[config.mk]
export PLATFORM = sky130hd
export DESIGN_NAME = mpeg2_video_header_rewriter_unit
export DESIGN_NICKNAME = d
export VERILOG_FILES = /design/src/hdl/mvhr_pkg.sv /design/src/hdl/mvhr_timecode.sv /design/src/hdl/mpeg2_video_header_rewriter_unit.sv
export SDC_FILE = /design/constraint.sdc
export NUM_CORES = 1
export LEC_CHECK = 0
export BUFFER_PORTS_ARGS = -buffer_cell sky130_fd_sc_hd__buf_2
export CORE_MARGIN = 10
export CORE_UTILIZATION = 60
export CTS_CLUSTER_DIAMETER = 40
export DETAILED_ROUTE_END_ITERATION = 16
export PLACE_DENSITY = 0.78
export SYNTH_ARGS = -nofsm -noshare
export SYNTH_HDL_FRONTEND = slang
export SYNTH_HIERARCHICAL = 1
export SYNTH_SLANG_ARGS = --single-unit
[constraint.sdc]
create_clock -name clk -period 3.74 [get_ports clk]
set_input_delay 0.374 -clock clk [delete_from_list [all_inputs] [get_ports clk]]
set_output_delay 0.374 -clock clk [all_outputs]
set_load 0.02 [all_outputs]
[src/hdl/mvhr_pkg.sv]
`timescale 1ns / 1ps
`default_nettype none
package mvhr_pkg;

  // Start code values that follow 00 00 01.
  localparam logic [7:0] CODE_PICTURE   = 8'h00;
  localparam logic [7:0] CODE_SEQUENCE  = 8'hB3;
  localparam logic [7:0] CODE_EXTENSION = 8'hB5;
  localparam logic [7:0] CODE_GOP       = 8'hB8;
  localparam logic [7:0] START_MARKER   = 8'h01;
  localparam logic [3:0] EXT_ID_DISPLAY = 4'h2;

  // Byte positions within a chunk; 0..2 are the start code prefix.
  localparam logic [3:0] POS_CODE   = 4'd3;
  localparam logic [3:0] POS_BYTE4  = 4'd4;
  localparam logic [3:0] POS_BYTE5  = 4'd5;
  localparam logic [3:0] POS_BYTE6  = 4'd6;
  localparam logic [3:0] POS_LAST   = 4'd7;
  localparam logic [3:0] NO_HEADER  = 4'd15;

  localparam logic [3:0] ASPECT_MIN = 4'd1;
  localparam logic [3:0] ASPECT_MAX = 4'd4;

  localparam int FRAMES_PER_SECOND  = 25;
  localparam int PICTURE_COUNT_BITS = 24;
  localparam int COUNT_OUT_BITS     = 24;
  localparam int FRAME_W            = 6;
  localparam logic [5:0] LAST_SEC_MIN = 6'd59;

  typedef struct packed {
    logic [4:0]         hour;
    logic [5:0]         minute;
    logic [5:0]         second;
    logic [FRAME_W-1:0] frame;
  } tc_t;

  typedef struct packed {
    logic [7:0]                byte_val;
    logic [COUNT_OUT_BITS-1:0] count;
  } result_t;

endpackage
`default_nettype wire

[src/hdl/mvhr_timecode.sv]
`timescale 1ns / 1ps
`default_nettype none
module mvhr_timecode #(
  parameter int FRAMES_PER_SECOND  = mvhr_pkg::FRAMES_PER_SECOND,
  parameter int PICTURE_COUNT_BITS = mvhr_pkg::PICTURE_COUNT_BITS
) (
  input  wire                           clk,
  input  wire                           rst,
  input  wire                           advance,
  output mvhr_pkg::tc_t                 tc,
  output logic [PICTURE_COUNT_BITS-1:0] count_next
);

  localparam logic [mvhr_pkg::FRAME_W-1:0] LAST_FRAME =
    mvhr_pkg::FRAME_W'(FRAMES_PER_SECOND - 1);

  logic [PICTURE_COUNT_BITS-1:0] pictures_seen;
  mvhr_pkg::tc_t                 tc_next;
  logic                          step;

  always_comb begin
    step       = advance && (pictures_seen != '1);
    tc_next    = tc;
    count_next = pictures_seen;
    if (step) begin
      count_next = pictures_seen + 1'b1;
      if (tc.frame == LAST_FRAME) begin
        tc_next.frame = '0;
        if (tc.second == mvhr_pkg::LAST_SEC_MIN) begin
          tc_next.second = '0;
          if (tc.minute == mvhr_pkg::LAST_SEC_MIN) begin
            tc_next.minute = '0;
            // hours wrap at 32 through the 5-bit field
            tc_next.hour   = tc.hour + 1'b1;
          end else begin
            tc_next.minute = tc.minute + 1'b1;
          end
        end else begin
          tc_next.second = tc.second + 1'b1;
        end
      end else begin
        tc_next.frame = tc.frame + 1'b1;
      end
    end
  end

  always_ff @(posedge clk) begin
    if (rst) begin
      pictures_seen <= '0;
      tc            <= '0;
    end else begin
      pictures_seen <= count_next;
      tc            <= tc_next;
    end
  end

endmodule
`default_nettype wire

[src/hdl/mpeg2_video_header_rewriter_unit.sv]
`timescale 1ns / 1ps
`default_nettype none
// MPEG-2 video elementary stream header rewriter. One stream byte enters per
// beat and leaves, registered in the output buffer, unchanged or patched:
// sequence header aspect code (when aspect_code is 1..4), sequence display
// extension video format bits (forced to the first ones seen) and GOP time
// code (rebuilt from the picture count). Each byte passes combinational
// logic into a two-entry output buffer, so a byte can be taken every cycle
// while it has room; the buffer lets two results wait before in_ready drops.
// picture_count reports picture start codes seen, including this byte.
// aspect_code is written with cfg_write and should change only while idle.
module mpeg2_video_header_rewriter_unit #(
  parameter int FRAMES_PER_SECOND  = mvhr_pkg::FRAMES_PER_SECOND,
  parameter int PICTURE_COUNT_BITS = mvhr_pkg::PICTURE_COUNT_BITS
) (
  input  wire         clk,
  input  wire         rst,
  input  wire         cfg_write,
  input  wire  [3:0]  aspect_code,
  input  wire         in_valid,
  output logic        in_ready,
  input  wire  [7:0]  in_byte,
  output logic        out_valid,
  input  wire         out_ready,
  output logic [7:0]  out_byte,
  output logic [23:0] picture_count
);

  logic [3:0] aspect_reg;
  logic [1:0] zero_run, zero_run_next;
  logic [7:0] chunk_code, chunk_code_next;
  logic [3:0] chunk_offset, chunk_offset_next;
  logic       format_latched, format_latched_next;
  logic [2:0] format_bits, format_bits_next;
  logic [7:0] patched;
  logic       picture_seen;
  logic       in_take, out_take;

  mvhr_pkg::tc_t                 tc;
  logic [PICTURE_COUNT_BITS-1:0] count_next;
  mvhr_pkg::result_t             result;

  mvhr_pkg::result_t buffer [2];
  logic       wr_ptr, rd_ptr;
  logic [1:0] fill;

  assign in_take  = in_valid && in_ready;
  assign out_take = out_valid && out_ready;

  always_ff @(posedge clk) begin
    if (rst) begin
      aspect_reg <= '0;
    end else if (cfg_write) begin
      aspect_reg <= aspect_code;
    end
  end

  always_comb begin
    patched             = in_byte;
    chunk_offset_next   = chunk_offset;
    chunk_code_next     = chunk_code;
    format_latched_next = format_latched;
    format_bits_next    = format_bits;
    picture_seen        = 1'b0;
    if (zero_run == 2'd2 && in_byte == mvhr_pkg::START_MARKER) begin
      chunk_offset_next = mvhr_pkg::POS_CODE;
    end else if (chunk_offset >= mvhr_pkg::POS_CODE && chunk_offset <= mvhr_pkg::POS_LAST) begin
      chunk_offset_next = (chunk_offset == mvhr_pkg::POS_LAST) ? mvhr_pkg::NO_HEADER
                                                               : chunk_offset + 1'b1;
      if (chunk_offset == mvhr_pkg::POS_CODE) begin
        chunk_code_next = in_byte;
        picture_seen    = (in_byte == mvhr_pkg::CODE_PICTURE);
      end else begin
        unique case (chunk_code)
          mvhr_pkg::CODE_SEQUENCE: begin
            if (chunk_offset == mvhr_pkg::POS_LAST && aspect_reg >= mvhr_pkg::ASPECT_MIN &&
                aspect_reg <= mvhr_pkg::ASPECT_MAX) begin
              patched = {aspect_reg, in_byte[3:0]};
            end
          end
          mvhr_pkg::CODE_EXTENSION: begin
            if (chunk_offset == mvhr_pkg::POS_BYTE4 &&
                in_byte[7:4] == mvhr_pkg::EXT_ID_DISPLAY) begin
              if (!format_latched) begin
                format_latched_next = 1'b1;
                format_bits_next    = in_byte[3:1];
              end else begin
                patched = {in_byte[7:4], format_bits, in_byte[0]};
              end
            end
          end
          mvhr_pkg::CODE_GOP: begin
            unique case (chunk_offset)
              mvhr_pkg::POS_BYTE4: patched = {in_byte[7], tc.hour, tc.minute[5:4]};
              mvhr_pkg::POS_BYTE5: patched = {tc.minute[3:0], 1'b1, tc.second[5:3]};
              mvhr_pkg::POS_BYTE6: patched = {tc.second[2:0], tc.frame[5:1]};
              mvhr_pkg::POS_LAST:  patched = {tc.frame[0], in_byte[6:0]};
              default:             patched = in_byte;
            endcase
          end
          default: patched = in_byte;
        endcase
      end
    end
    // zero run follows the raw input, saturating at two
    if (in_byte == 8'h00) begin
      zero_run_next = (zero_run == 2'd2) ? 2'd2 : zero_run + 1'b1;
    end else begin
      zero_run_next = 2'd0;
    end
  end

  mvhr_timecode #(
    .FRAMES_PER_SECOND (FRAMES_PER_SECOND),
    .PICTURE_COUNT_BITS(PICTURE_COUNT_BITS)
  ) u_timecode (
    .clk       (clk),
    .rst       (rst),
    .advance   (in_take && picture_seen),
    .tc        (tc),
    .count_next(count_next)
  );

  always_ff @(posedge clk) begin
    if (rst) begin
      zero_run       <= '0;
      chunk_code     <= '0;
      chunk_offset   <= mvhr_pkg::NO_HEADER;
      format_latched <= 1'b0;
      format_bits    <= '0;
    end else if (in_take) begin
      zero_run       <= zero_run_next;
      chunk_code     <= chunk_code_next;
      chunk_offset   <= chunk_offset_next;
      format_latched <= format_latched_next;
      format_bits    <= format_bits_next;
    end
  end

  assign result.byte_val = patched;
  assign result.count    = mvhr_pkg::COUNT_OUT_BITS'(count_next);

  // Two-entry output buffer: hold results while the sink stalls.
  always_ff @(posedge clk) begin
    if (in_take) begin
      buffer[wr_ptr] <= result;
    end
  end

  always_ff @(posedge clk) begin
    if (rst) begin
      wr_ptr <= 1'b0;
      rd_ptr <= 1'b0;
      fill   <= 2'd0;
    end else begin
      if (in_take) begin
        wr_ptr <= ~wr_ptr;
      end
      if (out_take) begin
        rd_ptr <= ~rd_ptr;
      end
      unique case ({in_take, out_take})
        2'b10:   fill <= fill + 1'b1;
        2'b01:   fill <= fill - 1'b1;
        default: fill <= fill;
      endcase
    end
  end

  assign in_ready      = (fill != 2'd2);
  assign out_valid     = (fill != 2'd0);
  assign out_byte      = buffer[rd_ptr].byte_val;
  assign picture_count = buffer[rd_ptr].count;

endmodule
`default_nettype wire

==> run summary, run 1 <==
After detailed routing, the average wire length per cell comes to 18.6 µm. For the global-route wire length before repair, the log shows 25000 µm. Routability-driven placement finished with a final weighted congestion of 0.872. In this run the cell area measured after placement is 7030 µm². The run gives 0 as the initial antenna violation count. The net count after synthesis is 644.

During placement, the flow inserted port buffers numbering 50. The clock insertion delay at the later pin of the skew report was 0.53 ns; the async set-or-reset flop fraction in the synthesized netlist was 0%. The die is 125 µm wide. The largest total area in the synthesized netlist belongs to sky130_fd_sc_hd__edfxtp_1. Register area share after synthesis: 51.0%. The number of global-route vias before repair came out at 4929. The minimum clock period after layout came out at 3.08 ns. Of the available clock period, the critical path in the final layout requires 82.4%. Before CTS, the worst setup slack after placement is 0.0140 ns.

The run finished with clean final reports. The area added between synthesis and finish is 14.9%. The cell sitting at the root of the clock tree is a sky130_fd_sc_hd__clkbuf_8. Using the TritonRoute via totals, the vias-per-cell ratio works out to 6.24.

The H-tree generated during clock tree synthesis spans 4 levels. The largest vdd supply drop was 0.000403 V; the count of final max-slew check failures was 0. For the pin with the worst max-slew slack, the measured transition is 0.694 ns. After layout, the worst setup slack is 0.659 ns. At the end of the flow the core is filled with cells to 70.7%.

With fillers left out, the area of the finished cells amounts to 7660 µm². The share of layout cells above drive strength 1 was 22.0%. The leakage power total is 2.79 nW. Ranked by flip-flop count, first place goes to buffer.

In this run the register-to-register setup slack is 0.66 ns. Traced cell by cell, the critical path runs through inv_1 > ha_1 > nand2_1 > nor3_1 > nor4_4 > and2_1 > and4_1 > nand2_1 > nor4_1 > xor2_1 > and2_1. The floorplan has 38 rows.

The mapped netlist covers 6670 µm². Setup violations remaining at the end of the flow were counted as 0. In this run the tightest slew margin relative to its limit is 53.4%. The largest registers in the layout are buffer (64), u_timecode/pictures_seen (24), u_timecode/tc (23). Among all flip-flop cells after synthesis, the most frequent one is sky130_fd_sc_hd__dfxtp_1. The core region is 10800 µm².

Once the floorplan was initialized, standard cells occupied 61.5% of the core. For the final setup TNS, the log shows 0 ns. TritonCTS built the clock tree.

The final-layout worst hold slack was 0.0948 ns. For the CTS sink count, the log shows 138. The net count of the finished layout is 695. The run gives 2 as the clock tree buffer depth. Synthesis produced a netlist whose cell count is 614.

The boundary pin count is 51. STA puts the critical path data required time at 4.21 ns. The number of flops mapped to enable cells by yosys was 64. The startpoint type of the worst setup path was a flop.

For this design, the slowest cell found on the critical path is sky130_fd_sc_hd__and2_1. The detailed router finished its first iteration with 531 violations. Global routing used 19.1% of the available tracks.

The largest single stage delay on the critical path is 0.51 ns. The die extent in y came out at 125 µm. Entering global routing, the biggest net connects 57 pins. The tools report the number of design rule violations left after detail routing as 0. The run gives 0 as the count of final hold-check violations. The multi-input combinational cells in the finished layout cover a total of 3050 µm².

Of all nets on the critical path, the largest fanout is 14. Yosys attributes the largest share of cell area to sky130_fd_sc_hd__edfxtp_1 29%, sky130_fd_sc_hd__dfxtp_1 22%, sky130_fd_sc_hd__mux2_2 5.7%. For the count of maximum capacitance violations, the log shows 0.

Clock-pin slew was measured on the worst setup and hold paths at 0.06 ns. In this run the power density over the cells is 565 nW/µm². The worst setup path is of the reg2reg kind. The run gives 0.00902 ns as the final setup skew. The routed layout has 5102 vias. The count of filler cells inserted in the layout was 753.

The worst setup path is captured at a flop. Setup repair after global routing left no endpoint under its margin. Counting the buffers created by CTS gives 17.

The maximum clock frequency is 0.325 GHz. For the count of cell types in the netlist, the log shows 73. The class of the most critical hold timing path is in2reg. The run gives 0 as the remaining global-route overflow. For this run, the number of Yosys warnings is 6. The placed wire-length estimate is 10300 µm, and the number of flip-flops under the largest register name is 64. Synthesis inferred 138 register bits. The first detailed-routing pass ran for 5 iterations. The floorplan step defined a die boundary enclosing 15700 µm². Data on the critical path arrives at its endpoint at 3.55 ns.

The average cell area after synthesis was 10.9 µm². The detail route stage leaves a number of antenna-violating nets equal to 0. By count the netlist is led by 74 x sky130_fd_sc_hd__dfxtp_1, 64 x sky130_fd_sc_hd__edfxtp_1, 55 x sky130_fd_sc_hd__nor2_1. The number of antenna diodes in the final layout is 0. The sequential cells in the finished layout cover a total of 3400 µm². The most common cell in the synthesized netlist is sky130_fd_sc_hd__dfxtp_1. Hold repair after CTS inserted 0 buffers. For the aggregate routed wire length, the log shows 15200 µm. Top cell type's share of synthesized area: 28.8%.
[placed cells by master (no fill, tap or decap), types with 9 or more instances in the layout]
cell	instances
sky130_fd_sc_hd__dfxtp_1	74
sky130_fd_sc_hd__edfxtp_1	64
sky130_fd_sc_hd__nor2_1	54
sky130_fd_sc_hd__buf_2	50
sky130_fd_sc_hd__mux2_2	34
sky130_fd_sc_hd__a21oi_1	32
sky130_fd_sc_hd__nand2_1	31
sky130_fd_sc_hd__and2_1	22
sky130_fd_sc_hd__nand3_1	22
sky130_fd_sc_hd__inv_1	21
sky130_fd_sc_hd__mux2i_1	20
sky130_fd_sc_hd__xnor2_1	19
sky130_fd_sc_hd__clkbuf_16	16
sky130_fd_sc_hd__nor3_1	15
sky130_fd_sc_hd__o21ai_0	13
sky130_fd_sc_hd__ha_1	13
sky130_fd_sc_hd__buf_4	11
sky130_fd_sc_hd__or3_1	9
[area by class of cell]
cell class / count / share of cell area [%]
inverters: 22 / 1.08
multi-input cells: 425 / 39.8
clock inverters: 13 / 2.47
well taps: 140 / 2.29
clock buffers: 19 / 5.63
flip-flops and latches: 138 / 44.4
repair buffers: 61 / 4.34
[per-stage QoR]
| stage | total power, mW | instances |
|---|---|---|
| CTS | 4.36 | 817 |
| global placement | 2.59 | 785 |
| detailed placement | 2.61 | 785 |
| floorplan | 2.36 | 614 |
| global route | 4.50 | 818 |
| finish | 4.33 | 818 |
[where the power goes]
part | total [mW] | internal [mW] | switching, mW
Clock | 1.76 | 1.11 | 0.658
Combinational | 0.787 | 0.311 | 0.476
Sequential | 1.78 | 1.74 | 0.0435
Total | 4.33 | 3.16 | 1.18
[timing repair]
item	4_1_cts	5_1_grt
buffers inserted	0	1
gates resized for setup	1	0
pin swaps	0	1
setup endpoints to repair	4	2
[worst paths after layout]
kind                       start                           end  cells past startpoint
setup reg to reg     zero_run[0]  u_timecode/pictures_seen[18]                     11
setup / recovery     zero_run[0]  u_timecode/pictures_seen[18]                     11
hold / removal    aspect_code[1]                 aspect_reg[1]                      3
hold reg to reg      zero_run[0]                   zero_run[0]                      2
[layer usage]
metal	share of wire, %	up-vias	wire [µm]	track usage [%]
met1	42	2473	6400	23.3
met2	50	202	7610	32.5
li1	-	2399	-	-
met5	0	-	0	0
met4	2.0	0	297	6.98
met3	5.9	28	897	3.89
[cell families after synthesis]
kind of cell,synth area share [%]
adder cells (fa/ha/maj),2.44
buffers and inverters,3.49
multiplexers,8.74
flip-flops,51.0
XOR/XNOR,3.55
AO/OA/AOI/OAI,12.3
AND/OR/NAND/NOR,18.4
[worst max-delay path: cells and delay by family (launching register included)]
kind / cells / cell delay (ns)
buffers and inverters: 1 / 0.06
AND/OR/NAND/NOR: 8 / 2.15
flip-flops: 1 / 0.32
adder cells (fa/ha/maj): 1 / 0.19
XOR/XNOR: 1 / 0.30
(Power assumes the default switching activity.)
==> inputs of run 2 (changes only) <==
--- a/config.mk
+++ b/config.mk
@@ -7,10 +7,10 @@
 export LEC_CHECK = 0
 export BUFFER_PORTS_ARGS = -buffer_cell sky130_fd_sc_hd__buf_2
 export CORE_MARGIN = 10
-export CORE_UTILIZATION = 60
+export CORE_UTILIZATION = 54
 export CTS_CLUSTER_DIAMETER = 40
 export DETAILED_ROUTE_END_ITERATION = 16
-export PLACE_DENSITY = 0.78
+export PLACE_DENSITY = 0.74
 export SYNTH_ARGS = -nofsm -noshare
 export SYNTH_HDL_FRONTEND = slang
 export SYNTH_HIERARCHICAL = 1
==> constraint.sdc (replaced) <==
create_clock -name clk -period 2.55 [get_ports clk]
set_input_delay 0.255 -clock clk [delete_from_list [all_inputs] [get_ports clk]]
set_output_delay 0.255 -clock clk [all_outputs]
set_load 0.02 [all_outputs]
==> run 2 against run 1 <==
  * Core utilization decreased by 5.6 points
  * Maximum frequency increased by 28%
  * Final cell count increased by 5.6%
  * Wire length increased by 1.1%
  * Clock power increased by 35%
==> run summary, run 2 (synthesis gave the netlist of run 1 again) <==
The run finished with clean final reports. The layout has 950 filler cells. The total setup buffers inserted after CTS is 0, and the largest vdd supply drop is 0.000503 V.

In the final routed layout, each cell accounts on average for 17.8 µm. In the final layout, the registers with the most flip-flops are buffer (64), u_timecode/pictures_seen (24), u_timecode/tc (23). Boundary pin count: 51. In the final layout, the share of cells above drive strength 1 is 26.0%. The endpoint type of the worst setup path is a flop. TritonCTS built the clock tree. The register with the most flip-flops in the layout has 64 of them. Power spread over the standard cell area amounts to 785 nW/µm².

The initial antenna violation count was 0; the die extent in y was 131 µm. The tools report the number of detailed-routing iterations run before antenna repair as 8. The via density per instance came out at 5.88. The final-stage net count was 713. The run gives 0.42 ns as the clock insertion delay at the later pin of the skew report. The worst setup path is of the reg2reg kind. The detail route stage leaves a number of antenna-violating nets equal to 0. The clock drives 138 sinks. The maximum clock frequency was 0.416 GHz. The die covers 17200 µm². After layout, the worst path uses 94.4% of the clock period. Entering global routing, the biggest net connects 49 pins.

Setup violations remaining at the end of the flow were counted as 0. The first routing iteration left 538 violations. The longest clock path from root to sink contains 2 buffers. The family of cells with the greatest summed delay on the critical path was compound AO/OA/AOI/OAI gates.

The minimum clock period after layout was 2.41 ns; the cell row count was 40. Global routing used 17.6% of the available tracks. Summed over all cells, the static leakage comes to 2.85 nW. The count of final max-slew check failures is 0.

The standard cell with the maximum stage delay on the critical path is sky130_fd_sc_hd__o311ai_0. Port buffering added 50 buffers. The tools report the count of final hold-check violations as 0.

Traced cell by cell, the critical path runs through inv_1 > ha_1 > nand2_2 > nor3_1 > nor4_2 > and2_4 > buf_4 > o21ai_4 > o311ai_0 > o41ai_1. The placed wire-length estimate came out at 10700 µm. The worst hold path belongs to the class in2reg. The H-tree generated during clock tree synthesis spans 4 levels. The number of clock buffers added by TritonCTS is 17. The post-place instance area is 7250 µm², and the via total after detailed routing is 5084.

In the post-route analysis, the smallest setup slack over all paths is 0.144 ns. Along the worst path, the maximum fanout reaches 13. The most common cell after layout, fill and taps aside is sky130_fd_sc_hd__dfxtp_1. The logs give 0 for the remaining global-route overflow and 0 for the number of antenna diodes. The worst setup path is launched from a flop. The clock-pin slew on the worst setup and hold paths was 0.06 ns; the largest stage delay on the critical path was 0.51 ns. The register with the most flip-flops in the final layout is buffer. The worst endpoint required time was 2.83 ns; the area added between synthesis and finish was 17.8%.

The number of global-route vias before repair was 5040; the die boundary width was 131 µm. Headroom to the max-slew limit came out at 49.7%. The number of design rule violations left after detail routing came out at 0. After routing the design area is 7850 µm². The area taken by flip-flops and latches is 3410 µm². Leaving out fill and tap cells, the most frequent cells in the layout are 72 x sky130_fd_sc_hd__dfxtp_1, 64 x sky130_fd_sc_hd__edfxtp_1, 54 x sky130_fd_sc_hd__nor2_1. The slew at the pin with the worst max-slew slack was 0.736 ns; the global-route wire length before repair was 25200 µm. The tools report the cell chosen for the clock root as sky130_fd_sc_hd__clkbuf_16. At the end of routability-driven placement, the weighted congestion stood at 0.905. Prior to clock tree synthesis, the placed netlist has a worst setup slack of -0.0459 ns. Data on the critical path arrives at its endpoint at 2.69 ns. For the initial core utilization, the log shows 55.3%.

Together, buffers and inverters on the worst path number 2. The tools report the area taken by multi-input logic gates as 3110 µm². For this block, the routed nets add up to 15400 µm of wire. Between clock sinks in the finished design, the worst skew comes to 0.00990 ns. The tools report the count of maximum capacitance violations as 0.

The core region is 12100 µm².
==> run 2: cell types whose count changed in the layout (fill, tap and decap cells not counted), sizes merged <==
cell,delta
clkinvlp,+2
buf,+18
clkbuf,-1
bufinv,-2
clkinv,+1
==> run 2: worst min-delay path, delay by kind of cell <==
family / cells / cell delay, ns
muxes: 1 / 0.06
and+or+nand+nor: 1 / 0.07
buffers and inverters: 1 / 0.07
==> run 2: layout make-up <==
type,count,area share (%)
clock buffers,18,5.46
clock inverters,14,1.85
inverters,22,1.05
multi-input cells,425,39.6
flip-flops and latches,138,43.4
well taps,168,2.68
repair buffers,79,5.96
==> run 2: final timing paths <==
kind / from / to / slack (ns) / depth (start not counted)
max: zero_run[0] / u_timecode/tc[10] / 0.14 / 10
min: aspect_code[3] / aspect_reg[3] / 0.07 / 3
max reg2reg: zero_run[0] / u_timecode/tc[10] / 0.14 / 10
min reg2reg: zero_run[0] / zero_run[0] / 0.47 / 2
==> run 2: metrics by stage <==
step           util [%]  std cells  hold slack [ns]  total power, mW  TNS [ns]
4_1_cts            64.9        864           0.0592             6.24         0
5_1_grt            65.1        864           0.0864             6.41   -0.0109
3_5_place_dp       60.1        832            0.465             3.86   -0.0897
2_1_floorplan         -        614            0.402             3.48         0
3_3_place_gp       60.1        832            0.440             3.82         0
6_report           65.1        864           0.0720             6.16         0
==> run 2: what timing repair did <==
item | in CTS | in global routing
setup endpoints to repair | 1 | 27
hold buffers | 0 | 0
pin swaps | 0 | 3
gates resized for setup | 1 | 6
==> run 2: routing by layer <==
layer	track usage (%)	routed length (µm)	vias to the layer above
li1	-	-	2429
met4	7.00	259	0
met3	4.38	883	26
met2	29.4	7710	173
met1	21.2	6520	2456
met5	0	0	-
==> run 2: power breakdown <==
part	switching, mW	internal [mW]	leakage, nW
Sequential	0.0666	2.55	1.20
Combinational	0.704	0.461	1.38
Clock	0.942	1.44	0.273
